**config.mk**
```make
export PLATFORM = sky130hd
export DESIGN_NAME = memo_result_table
export DESIGN_NICKNAME = d
export VERILOG_FILES = /design/src/rtl/core/mrt_pkg.sv /design/src/rtl/core/mrt_front.sv /design/src/rtl/core/mrt_queue.sv /design/src/rtl/core/mrt_back.sv /design/src/rtl/core/memo_result_table.sv
export SDC_FILE = /design/constraint.sdc
export NUM_CORES = 2
export LEC_CHECK = 0
export ABC_CLOCK_PERIOD_IN_PS = 22800
export BUFFER_PORTS_ARGS = -buffer_cell sky130_fd_sc_hd__buf_4
export CORE_MARGIN = 2
export CORE_UTILIZATION = 40
export DETAILED_ROUTE_END_ITERATION = 8
export GPL_TIMING_DRIVEN = 0
export HOLD_SLACK_MARGIN = 0.05
export SYNTH_ARGS = -nofsm -noshare
export SYNTH_HDL_FRONTEND = slang
export SYNTH_SLANG_ARGS = --single-unit
export TNS_END_PERCENT = 10
```
**constraint.sdc**
```tcl
create_clock -name clk -period 22.8 [get_ports clk]
set_input_delay 4.56 -clock clk [delete_from_list [all_inputs] [get_ports clk]]
set_output_delay 4.56 -clock clk [all_outputs]
set_load 0.03 [all_outputs]
```
**src/rtl/core/mrt_pkg.sv**
```systemverilog
// Shared types, constants and helpers of the memo result table.
package mrt_pkg;

  localparam int ENTRIES     = 16;
  localparam int IDX_W       = (ENTRIES > 1) ? $clog2(ENTRIES) : 1;
  localparam int COUNT_W     = $clog2(ENTRIES + 1);
  localparam int QUEUE_DEPTH = 2;
  localparam int QPTR_W      = $clog2(QUEUE_DEPTH);
  localparam int QCNT_W      = $clog2(QUEUE_DEPTH + 1);
  localparam int DATA_W      = 64;
  localparam int CFG_IDX_W   = 4;
  localparam int CFG_DATA_W  = 4;

  localparam logic [CFG_IDX_W-1:0]  REG_KEY_BYTES     = CFG_IDX_W'(0);
  localparam logic [CFG_IDX_W-1:0]  REG_VALUE_BYTES   = CFG_IDX_W'(1);
  localparam logic [CFG_DATA_W-1:0] KEY_BYTES_RESET   = CFG_DATA_W'(8);
  localparam logic [CFG_DATA_W-1:0] VALUE_BYTES_RESET = CFG_DATA_W'(8);

  typedef enum logic {
    MODE_LOOKUP = 1'b0,
    MODE_STORE  = 1'b1
  } mode_t;

  typedef enum logic {
    BK_IDLE,
    BK_MATCH
  } back_state_t;

  typedef struct packed {
    mode_t              mode;
    logic [DATA_W-1:0]  key;
    logic [DATA_W-1:0]  value;
    logic               store_en;
  } item_t;

  typedef struct packed {
    logic [DATA_W-1:0] kmask;
    logic [DATA_W-1:0] vmask;
  } masks_t;

  function automatic logic [DATA_W-1:0] byte_mask(logic [CFG_DATA_W-1:0] n);
    logic [DATA_W-1:0] m;
    m = '0;
    for (int b = 0; b < DATA_W / 8; b++) begin
      if (CFG_DATA_W'(b) < n) begin
        m[8*b +: 8] = 8'hFF;
      end
    end
    return m;
  endfunction

endpackage

```
**src/rtl/core/mrt_front.sv**
```systemverilog
// Front end: configuration registers and masking of incoming requests.
module mrt_front (
  input  logic                            clk,
  input  logic                            rst,
  input  logic                            cfg_valid,
  output logic                            cfg_ready,
  input  logic [mrt_pkg::CFG_IDX_W-1:0]   cfg_index,
  input  logic [mrt_pkg::CFG_DATA_W-1:0]  cfg_data,
  input  logic                            in_valid,
  output logic                            in_stall,
  input  logic                            mode,
  input  logic [mrt_pkg::DATA_W-1:0]      key,
  input  logic [mrt_pkg::DATA_W-1:0]      value,
  input  logic                            q_full,
  output logic                            push,
  output mrt_pkg::item_t                  push_item,
  output mrt_pkg::masks_t                 masks
);
  import mrt_pkg::*;

  logic [CFG_DATA_W-1:0] key_bytes;
  logic [CFG_DATA_W-1:0] value_bytes;

  assign cfg_ready = 1'b1;

  always_ff @(posedge clk) begin
    if (rst) begin
      key_bytes   <= KEY_BYTES_RESET;
      value_bytes <= VALUE_BYTES_RESET;
    end else if (cfg_valid && cfg_ready) begin
      if (cfg_index == REG_KEY_BYTES) begin
        key_bytes <= cfg_data;
      end else if (cfg_index == REG_VALUE_BYTES) begin
        value_bytes <= cfg_data;
      end
    end
  end

  always_comb begin
    masks.kmask = byte_mask(key_bytes);
    masks.vmask = byte_mask(value_bytes);
  end

  assign in_stall = q_full;
  assign push     = in_valid && !q_full;

  always_comb begin
    push_item.mode     = mode_t'(mode);
    push_item.key      = key & masks.kmask;
    push_item.value    = value & masks.vmask;
    push_item.store_en = (value_bytes != '0);
  end

endmodule

```
**src/rtl/core/mrt_queue.sv**
```systemverilog
// Short request queue between front end and table back end.
module mrt_queue (
  input  logic            clk,
  input  logic            rst,
  input  logic            push,
  input  mrt_pkg::item_t  push_item,
  output logic            full,
  input  logic            pop,
  output mrt_pkg::item_t  head,
  output logic            empty
);
  import mrt_pkg::*;

  item_t             slots [QUEUE_DEPTH];
  logic [QPTR_W-1:0] wr_ptr;
  logic [QPTR_W-1:0] rd_ptr;
  logic [QCNT_W-1:0] count;

  assign full  = (count == QCNT_W'(QUEUE_DEPTH));
  assign empty = (count == '0);
  assign head  = slots[rd_ptr];

  always_ff @(posedge clk) begin
    if (push) begin
      slots[wr_ptr] <= push_item;
    end
  end

  always_ff @(posedge clk) begin
    if (rst) begin
      wr_ptr <= '0;
      rd_ptr <= '0;
      count  <= '0;
    end else begin
      if (push) begin
        wr_ptr <= (wr_ptr == QPTR_W'(QUEUE_DEPTH - 1)) ? '0 : wr_ptr + 1'b1;
      end
      if (pop) begin
        rd_ptr <= (rd_ptr == QPTR_W'(QUEUE_DEPTH - 1)) ? '0 : rd_ptr + 1'b1;
      end
      if (push && !pop) begin
        count <= count + 1'b1;
      end else if (pop && !push) begin
        count <= count - 1'b1;
      end
    end
  end

endmodule

```
**src/rtl/core/mrt_back.sv**
```systemverilog
// Back end: entry table, parallel key match, update and result register.
module mrt_back (
  input  logic                        clk,
  input  logic                        rst,
  input  mrt_pkg::masks_t             masks,
  input  mrt_pkg::item_t              head,
  input  logic                        q_empty,
  output logic                        pop,
  output logic                        out_valid,
  input  logic                        out_stall,
  output logic                        hit,
  output logic [mrt_pkg::DATA_W-1:0]  result,
  output logic                        result_ready,
  output logic                        table_full
);
  import mrt_pkg::*;

  logic [DATA_W-1:0]  entry_key   [ENTRIES];
  logic [DATA_W-1:0]  entry_value [ENTRIES];
  logic [ENTRIES-1:0] entry_has_value;
  logic [COUNT_W-1:0] entry_count;

  back_state_t        state;
  back_state_t        state_next;
  item_t              cur;
  logic [ENTRIES-1:0] match;
  logic [ENTRIES-1:0] match_next;

  logic               do_update;
  logic               any;
  logic [IDX_W-1:0]   old_idx;
  logic [IDX_W-1:0]   new_idx;
  logic [IDX_W-1:0]   ins_idx;
  logic               room;
  logic               do_insert;
  logic               do_store;
  logic               out_free;

  assign out_free = !out_valid || !out_stall;

  always_ff @(posedge clk) begin
    if (rst) begin
      state <= BK_IDLE;
    end else begin
      state <= state_next;
    end
  end

  always_comb begin
    state_next = state;
    pop        = 1'b0;
    do_update  = 1'b0;
    unique case (state)
      BK_IDLE: begin
        if (!q_empty) begin
          pop        = 1'b1;
          state_next = BK_MATCH;
        end
      end
      BK_MATCH: begin
        if (out_free) begin
          do_update  = 1'b1;
          state_next = BK_IDLE;
        end
      end
      default: state_next = BK_IDLE;
    endcase
  end

  always_comb begin
    for (int i = 0; i < ENTRIES; i++) begin
      match_next[i] = (COUNT_W'(i) < entry_count) &&
                      ((entry_key[i] & masks.kmask) == head.key);
    end
  end

  always_ff @(posedge clk) begin
    if (pop) begin
      cur   <= head;
      match <= match_next;
    end
  end

  always_comb begin
    any     = |match;
    old_idx = '0;
    new_idx = '0;
    for (int i = ENTRIES - 1; i >= 0; i--) begin
      if (match[i]) begin
        old_idx = IDX_W'(i);
      end
    end
    for (int i = 0; i < ENTRIES; i++) begin
      if (match[i]) begin
        new_idx = IDX_W'(i);
      end
    end
    ins_idx   = entry_count[IDX_W-1:0];
    room      = (entry_count < COUNT_W'(ENTRIES));
    do_insert = do_update && (cur.mode == MODE_LOOKUP) && !any && room;
    do_store  = do_update && (cur.mode == MODE_STORE) && any && cur.store_en;
  end

  always_ff @(posedge clk) begin
    if (do_insert) begin
      entry_key[ins_idx] <= cur.key;
    end
    if (do_store) begin
      entry_value[new_idx] <= cur.value;
    end
  end

  always_ff @(posedge clk) begin
    if (rst) begin
      entry_count     <= '0;
      entry_has_value <= '0;
    end else begin
      if (do_insert) begin
        entry_has_value[ins_idx] <= 1'b0;
        entry_count              <= entry_count + 1'b1;
      end
      if (do_store) begin
        entry_has_value[new_idx] <= 1'b1;
      end
    end
  end

  always_ff @(posedge clk) begin
    if (rst) begin
      out_valid <= 1'b0;
    end else if (do_update) begin
      out_valid <= 1'b1;
    end else if (!out_stall) begin
      out_valid <= 1'b0;
    end
  end

  always_ff @(posedge clk) begin
    if (do_update) begin
      hit          <= any;
      result       <= '0;
      result_ready <= 1'b0;
      table_full   <= 1'b0;
      if (cur.mode == MODE_LOOKUP) begin
        if (any && entry_has_value[old_idx]) begin
          result       <= entry_value[old_idx] & masks.vmask;
          result_ready <= 1'b1;
        end
        table_full <= !any && !room;
      end
    end
  end

endmodule

```
**src/rtl/core/memo_result_table.sv**
```systemverilog
// Top level of the memo result table: front end, request queue, table back end.
// An accepted request goes to a queue slot, then to cur and match, then to the result.
// One request at a time: match, then update once the output is free, then the next pop.
// The front end takes new requests while the back end works, until the queue is full.
// Reset (rst, synchronous): queue emptied, table emptied, key_bytes and value_bytes to 8.
module memo_result_table (
  input  logic                            clk,
  input  logic                            rst,
  input  logic                            in_valid,
  output logic                            in_stall,
  input  logic                            mode,
  input  logic [mrt_pkg::DATA_W-1:0]      key,
  input  logic [mrt_pkg::DATA_W-1:0]      value,
  output logic                            out_valid,
  input  logic                            out_stall,
  output logic                            hit,
  output logic [mrt_pkg::DATA_W-1:0]      result,
  output logic                            result_ready,
  output logic                            table_full,
  input  logic                            cfg_valid,
  output logic                            cfg_ready,
  input  logic [mrt_pkg::CFG_IDX_W-1:0]   cfg_index,
  input  logic [mrt_pkg::CFG_DATA_W-1:0]  cfg_data
);
  import mrt_pkg::*;

  logic   q_full;
  logic   q_empty;
  logic   push;
  logic   pop;
  item_t  push_item;
  item_t  head;
  masks_t masks;

  mrt_front u_front (
    .clk       (clk),
    .rst       (rst),
    .cfg_valid (cfg_valid),
    .cfg_ready (cfg_ready),
    .cfg_index (cfg_index),
    .cfg_data  (cfg_data),
    .in_valid  (in_valid),
    .in_stall  (in_stall),
    .mode      (mode),
    .key       (key),
    .value     (value),
    .q_full    (q_full),
    .push      (push),
    .push_item (push_item),
    .masks     (masks)
  );

  mrt_queue u_queue (
    .clk       (clk),
    .rst       (rst),
    .push      (push),
    .push_item (push_item),
    .full      (q_full),
    .pop       (pop),
    .head      (head),
    .empty     (q_empty)
  );

  mrt_back u_back (
    .clk          (clk),
    .rst          (rst),
    .masks        (masks),
    .head         (head),
    .q_empty      (q_empty),
    .pop          (pop),
    .out_valid    (out_valid),
    .out_stall    (out_stall),
    .hit          (hit),
    .result       (result),
    .result_ready (result_ready),
    .table_full   (table_full)
  );

endmodule

```
# Word-level counts from Yosys, hierarchy flattened
# Memory sizes are Yosys's and may differ from the RTL's. A register that Yosys moved wholly into a read port is not among the register bits.
# Index checks and enable logic that the tools add are counted.
[word_totals]
regBits = 248
ramBits = 2308
wordCells = 231
mem_count = 3
[classes]
add_sub_neg = 5
n_lt_le_gt_ge = 38
eq_ne = 19
muxes = 77
n_bitwise = 26
n_reduce_logical = 45
[mem_list]
columns = ["memory", "depth", "width", "read_ports", "rd_clocked_by_memory_dff", "write_ports", "line", "rtl"]
rows = [
  ["u_back.entry_key", 16, 64, 16, 0, 1, "mrt_back.sv:18", "logic [DATA_W-1:0] entry_key [ENTRIES];"],
  ["u_back.entry_value", 16, 64, 1, 0, 1, "mrt_back.sv:19", "logic [DATA_W-1:0] entry_value [ENTRIES];"],
  ["u_queue.slots", 2, 130, 1, 1, 1, "mrt_queue.sv:14", "item_t slots [QUEUE_DEPTH];"],
]
[ops]
columns = ["cell", "count"]
rows = [
  ["$and 64x64->64", 19],
  ["$eq 64x64->1", 16],
  ["$mux 8", 16],
  ["$mux 4", 24],
  ["$mux 16", 3],
  ["$lt 4x5->1 const A", 8],
  ["$lt 3x4->1 const A", 8],
  ["$logic_and 1x1->1", 29],
  ["$mux 1", 22],
  ["$lt 3x5->1 const A", 4],
  ["$and 16x16->16", 1],
  ["$lt 1x4->1 const A", 4],
  ["$lt 2x4->1 const A", 4],
  ["$not 16->16", 1],
  ["$or 16x16->16", 1],
  ["$reduce_or 16->1", 1],
  ["$lt 4x5->1 const B", 3],
  ["$mux 3", 4],
  ["$lt 1x5->1 const A", 2],
  ["$lt 2x5->1 const A", 2],
  ["$demux 1 s4", 2],
  ["$ge 4x1->1 const B", 2],
  ["$mux 2", 4],
  ["$logic_not 1->1", 7],
  ["19 further kinds", 23],
]

# Longest topological paths before layout
[depth]
word_depth = 21
depth_mapped = 14
depth_no_buf = 9

# Cells and area by module
# From an unflattened synthesis, not the netlist that was laid out.
[hier_totals]
hier_cells = 7818
area_unflattened_um2 = 107363.0
[modules_own_cells]
columns = ["module", "instances", "cells_each", "area_each_um2"]
rows = [
  ["mrt_back", 1, 7078, 95534.1],
  ["mrt_queue", 1, 426, 9611.7],
  ["mrt_front", 1, 314, 2217.1],
]

# Least setup slack after synthesis
# OpenSTA, ideal clock, no wires.
[synth_path]
kind = "input-to-reg"
start = "input port out_stall"
end = "register u_back.entry_has_value[1]"
setup_time_ns = 0.132
arrival_time_ns = 15.521
required_ns = 22.668
slack_ns = 7.147
path_stages = 7
path_cell_list = "a21boi_0 -> nand2_1 -> nor3_2 -> nand2_1 -> nor3_1 -> nand2b_1 -> a21oi_1"
[synth_via]
elab_chain_len = 11
elab_cells_between_ends = 14
[synth_lines]
columns = ["element", "line", "rtl"]
rows = [
  ["from (decl)", "memo_result_table.sv:15", "input logic out_stall,"],
  ["$logic_not 1->1 *", "mrt_back.sv:39", "assign out_free = !out_valid || !out_stall;"],
  ["$logic_or 1x1->1 *", "mrt_back.sv:39", ""],
  ["$mux 1 *", "mrt_back.sv:61", "if (out_free) begin"],
  ["$mux 1 *", "mrt_back.sv:53", "unique case (state)"],
  ["$logic_and 1x1->1 (3 in series)", "mrt_back.sv:100", "do_insert = do_update && (cur.mode == MODE_LOOKUP) && !any && room;"],
  ["$mux 16", "mrt_back.sv:118", "if (do_insert) begin"],
  ["$mux 16", "mrt_back.sv:114", "if (rst) begin"],
  ["$or 16x16->16 (no source line)", "--", ""],
  ["$mux 16 *", "mrt_back.sv:122", "if (do_store) begin"],
  ["to (signal assigned)", "mrt_back.sv:116", "entry_has_value <= '0;"],
  ["to (signal, indexed assignment)", "mrt_back.sv:119", "entry_has_value[ins_idx] <= 1'b0;"],
  ["to (signal, indexed assignment)", "mrt_back.sv:123", "entry_has_value[new_idx] <= 1'b1;"],
  ["to (decl)", "mrt_back.sv:20", "logic [ENTRIES-1:0] entry_has_value;"],
]
# Mark *: on every way between the ends. The rest lies on a longest branch, timed or not. The select of a mux whose other input is x is not followed.
# A chain may end at the register's enable or synchronous reset.

# Worst setup path after layout
[layout_path]
start = "register u_front.key_bytes[2]"
end = "register u_back.match[0], data pin"
[layout_via]
elab_chain_len = 5
elab_cells_between_ends = 19
[layout_lines]
columns = ["element", "line", "rtl"]
rows = [
  ["from (decl)", "mrt_front.sv:21", "logic [CFG_DATA_W-1:0] key_bytes;"],
  ["from (signal assigned)", "mrt_front.sv:32", "key_bytes <= cfg_data;"],
  ["$lt 1x4->1, or another cell as far along", "mrt_pkg.sv:45", "if (CFG_DATA_W'(b) < n) begin"],
  ["$mux 8", "mrt_pkg.sv:45", ""],
  ["$and 64x64->64 *", "mrt_back.sv:73", "((entry_key[i] & masks.kmask) == head.key);"],
  ["$eq 64x64->1 *", "mrt_back.sv:73", ""],
  ["$logic_and 1x1->1 *", "mrt_back.sv:72", "match_next[i] = (COUNT_W'(i) < entry_count) &&"],
  ["via u_back.match_next[0]", "mrt_back.sv:27", "logic [ENTRIES-1:0] match_next;"],
  ["to (signal assigned)", "mrt_back.sv:80", "match <= match_next;"],
  ["to (decl)", "mrt_back.sv:26", "logic [ENTRIES-1:0] match;"],
]
# The timed path passes the listed nets; every way through them passes the cells marked *.

==> impl_metrics.toml <==
[status]
status = "complete, but fails checks"
violations = "max-capacitance violations, max-slew violations"

[floorplanning]
io-pin-count = 212
fp-row-count = 191
die-area_um2 = 275100
core_um2 = 270000
start_util_pct = 40.13
die_height_um = 524.5
die_w_um = 524.5

[worst_setup_path]
crit_path_frequent_cell = "clkbuf_1"
crit_required_ns = 23.31
cp.arrival_ns = 8.65
cp_cell_sequence = "clkbuf_2, or4_1, buf_2, clkbuf_1, clkbuf_1, a22oi_1, nor4_1, nand3_1, nor4_2"
critPathSlowestCell = "nor4_1"
critPathMaxStageDelay_ns = 1.42
end_kind = "flop"
crit_type = "flop to flop"
worst-path-max-fanout = 10
startpoint_type = "flop"

[pwr]
cellLeakagePower_uw = 0.04128
seq_power_share_pct = 40.9
p_clk_share_pct = 28.5
comb_power_share_pct = 30.6
internal_power_uw = 10050
sw_frac_of_total_pct = 39.59
peakVddDrop_mv = 0.08066
power_density_nw_per_um2 = 130.4
netSwitchingPower_uw = 6585

[cells_and_area]
design_area_um2 = 127500
layout-drive-gt1-share_pct = 14.91
area_growth_pct = 17.68
nets = 8597
fill_cells = 23670

[yosys]
synthArstFlopShare_pct = 0
ys.flop_type = "edfxtp_1"
synth_cells = 7762
ys_types = 81
ys_seq_elements = 2557
synth_area_per_cell_um2 = 13.96
synth_edf_count = 2521
syn_nets = 7909
synth_seq_area_share_pct = 70.52
netlist_area_um2 = 108400
yosys_warnings = 0

[routing]
route.vias.total = 79030
ant_nets = 0
drc_errors = 0
wire_per_inst_um = 46.10
via_per_inst = 6.427
dr.pass1.iters = 6
finalWirelength_um = 566800
drt-initial-drc-count = 11590

[clock_network]
postCtsSetupBuffers = 0
cts.sinks = 2557
numCtsBuffers = 292
clk_path_buf_depth = 4
clk_pin_slew_worst_paths_ns = 0.06
clock_latency_ns = 0.92
cts_resized = 0
clk_root_buffer_cell = "clkbuf_16"
ctsHoldBuffers = 0
cts_tree = "built"
htreeDepth = 5

[placed_design]
hpwl_um = 427400
gp_congestion = 1.057
post-place-ws_ns = 14.08
port_buffers = 209
placed_cell_area_um2 = 117900

[global_route]
grt_antenna_before_repair = 83
grt_pass1_vias = 73380
grt_pass1_wl_um = 725700
overflow = 0
grt_max_degree = 78
track_usage_pct = 40.14

[flow_run]
maxCapViolations = 15

[timing]
rsz0062_at_grt = "no"
fin_ws_ns = 14.66
setup_tns_ns = 0
min_period_ns = 8.137
fin_skew_ns = 0.05426
max_slew_margin_pct = -13.76
drv_slew = 41
hold_viol = 0
max_freq_mhz = 122.9
min_period_over_period_pct = 35.69
worst_slew_pin_slew_ns = 1.706
fin_hold_ws_ns = 0.4792
finalSetupViolations = 0

[hold_path]
hp-class = "flop to flop"
routing by layer:
| layer | track usage, % | vias to the layer above | part of all wire (%) |
|---|---|---|---|
| met5 | 0 | - | 0.051 |
| met4 | 29.65 | 42 | 8.7 |
| met2 | 62.60 | 5214 | 45 |
| li1 | - | 31740 | - |
| met3 | 7.883 | 1105 | 8.7 |
| met1 | 49.75 | 40930 | 37 |
cell usage in the layout, fill, tap and decap left out, types with 136 or more instances in the layout:
cell type  instances
nor2_1           242
nand2_1          793
a21oi_1          472
mux2i_1          236
nand3_1          338
edfxtp_1        2521
buf_4            260
o21ai_0          518
clkbuf_16        302
a22oi_1          136
clkbuf_1         326
xnor2_1          342
buf_2            153
path summary, 6_finish.rpt:
path,from,to,slack [ns],cells past startpoint
worst max register to register,u_front.key_bytes[2],u_back.match[0],14.66,9
worst min-delay path,u_back.entry_has_value[1],u_back.entry_has_value[1],0.48,2
worst max-delay path,u_front.key_bytes[2],u_back.match[0],14.66,9
worst min register to register,u_back.entry_has_value[1],u_back.entry_has_value[1],0.48,2
critical path, delay by kind of cell (launching register included):
family	cells	cell delay, ns
flip-flops	1	0.31
buffers and inverters	4	2.95
AO/OA/AOI/OAI	1	0.48
AND/OR/NAND/NOR	4	3.92
cells in the mapped netlist (14+ instances only):
library cell     n  area (um2)
a22oi_1        136        1021
a31oi_1         85       531.8
xnor2_1        347        3039
a221oi_1       105       919.6
nor3_1          58       290.3
a311oi_1        66       578.1
a2111oi_0       43       376.6
buf_2          142       710.7
mux2i_2         17       234.0
a221o_1         60       600.6
nand4_1         55       344.1
nand4b_1        29       254.0
clkbuf_1       282        1059
mux2_2          69       777.0
buf_4           27       202.7
dfxtp_1         36       720.7
xor2_1          35       306.5
inv_1           72       270.3
nand2b_1        20       125.1
nor2_1         260       975.9
nor4b_1         19       166.4
a21oi_1        477        2387
nor2b_1         68       425.4
o22ai_1        115       719.4
nand2_1        793        2977
mux2i_1        238        2382
o21ai_0        523        2618
o41ai_1         16       140.1
a22o_1          26       227.7
or4_1           18       135.1
clkinv_1        15       56.30
nor4_2          55       688.2
buf_6           14       157.7
nand3_1        338        1692
edfxtp_1      2521       75700
nor4_1         123       769.5
buf_1           41       153.9
mux2i_4         18       405.4
and2_1          81       506.7
inv_2           21       78.83
a32oi_1        126        1104
kinds of logic after synthesis:
kind of cell,synth area share (%)
AND/OR/NAND/NOR,8.936
flip-flops,70.52
adder cells (fa/ha/maj),0.05773
AO/OA/AOI/OAI,11.19
multiplexers,3.651
buffers and inverters,2.551
XOR/XNOR,3.087
other,0.003461
power groups by stage:
stage | Clock [uW] | Combinational, uW | Sequential (uW)
detailed placement | 0 | 4960 | 6870
finish | 4730 | 5090 | 6810
global route | 4930 | 5140 | 6830
CTS | 4750 | 4980 | 6780
floorplan | 0 | 2400 | 6540
global placement | 0 | 4820 | 6940
cell type report:
type	count	area (um2)	area share, %
Sequential cell	2557	76420	59.93
Multi-Input combinational cell	4587	29690	23.28
Clock buffer	361	7879	6.179
Timing Repair Buffer	394	4554	3.572
Tap cell	3570	4467	3.503
Buffer	510	2365	1.854
Clock inverter	155	1565	1.227
Inverter	108	442.9	0.3473
Antenna cell	54	135.1	0.1060
sequential cells by signal, summed over array words and instances (netlist names), 2 cells and up, named ones only:
register and cells:
u_back.entry_has_value 16, u_queue.slots 260, u_back.cur 130, u_front.value_bytes 4, u_back.entry_value 1024, u_back.entry_count 5
u_front.key_bytes 4, u_back.entry_key 1024, u_back.result 64, u_queue.count 2, u_back.match 16
metrics by stage:
stage | instances | utilization, % | total power (uW)
global route | 12270 | 47.20 | 16900
floorplan | 7762 | - | 8944
detailed placement | 11720 | 43.66 | 11840
finish | 12300 | 47.22 | 16630
global placement | 11540 | 42.36 | 11760
CTS | 12240 | 47.16 | 16510
No activity file was read; power rests on OpenSTA's default activity.
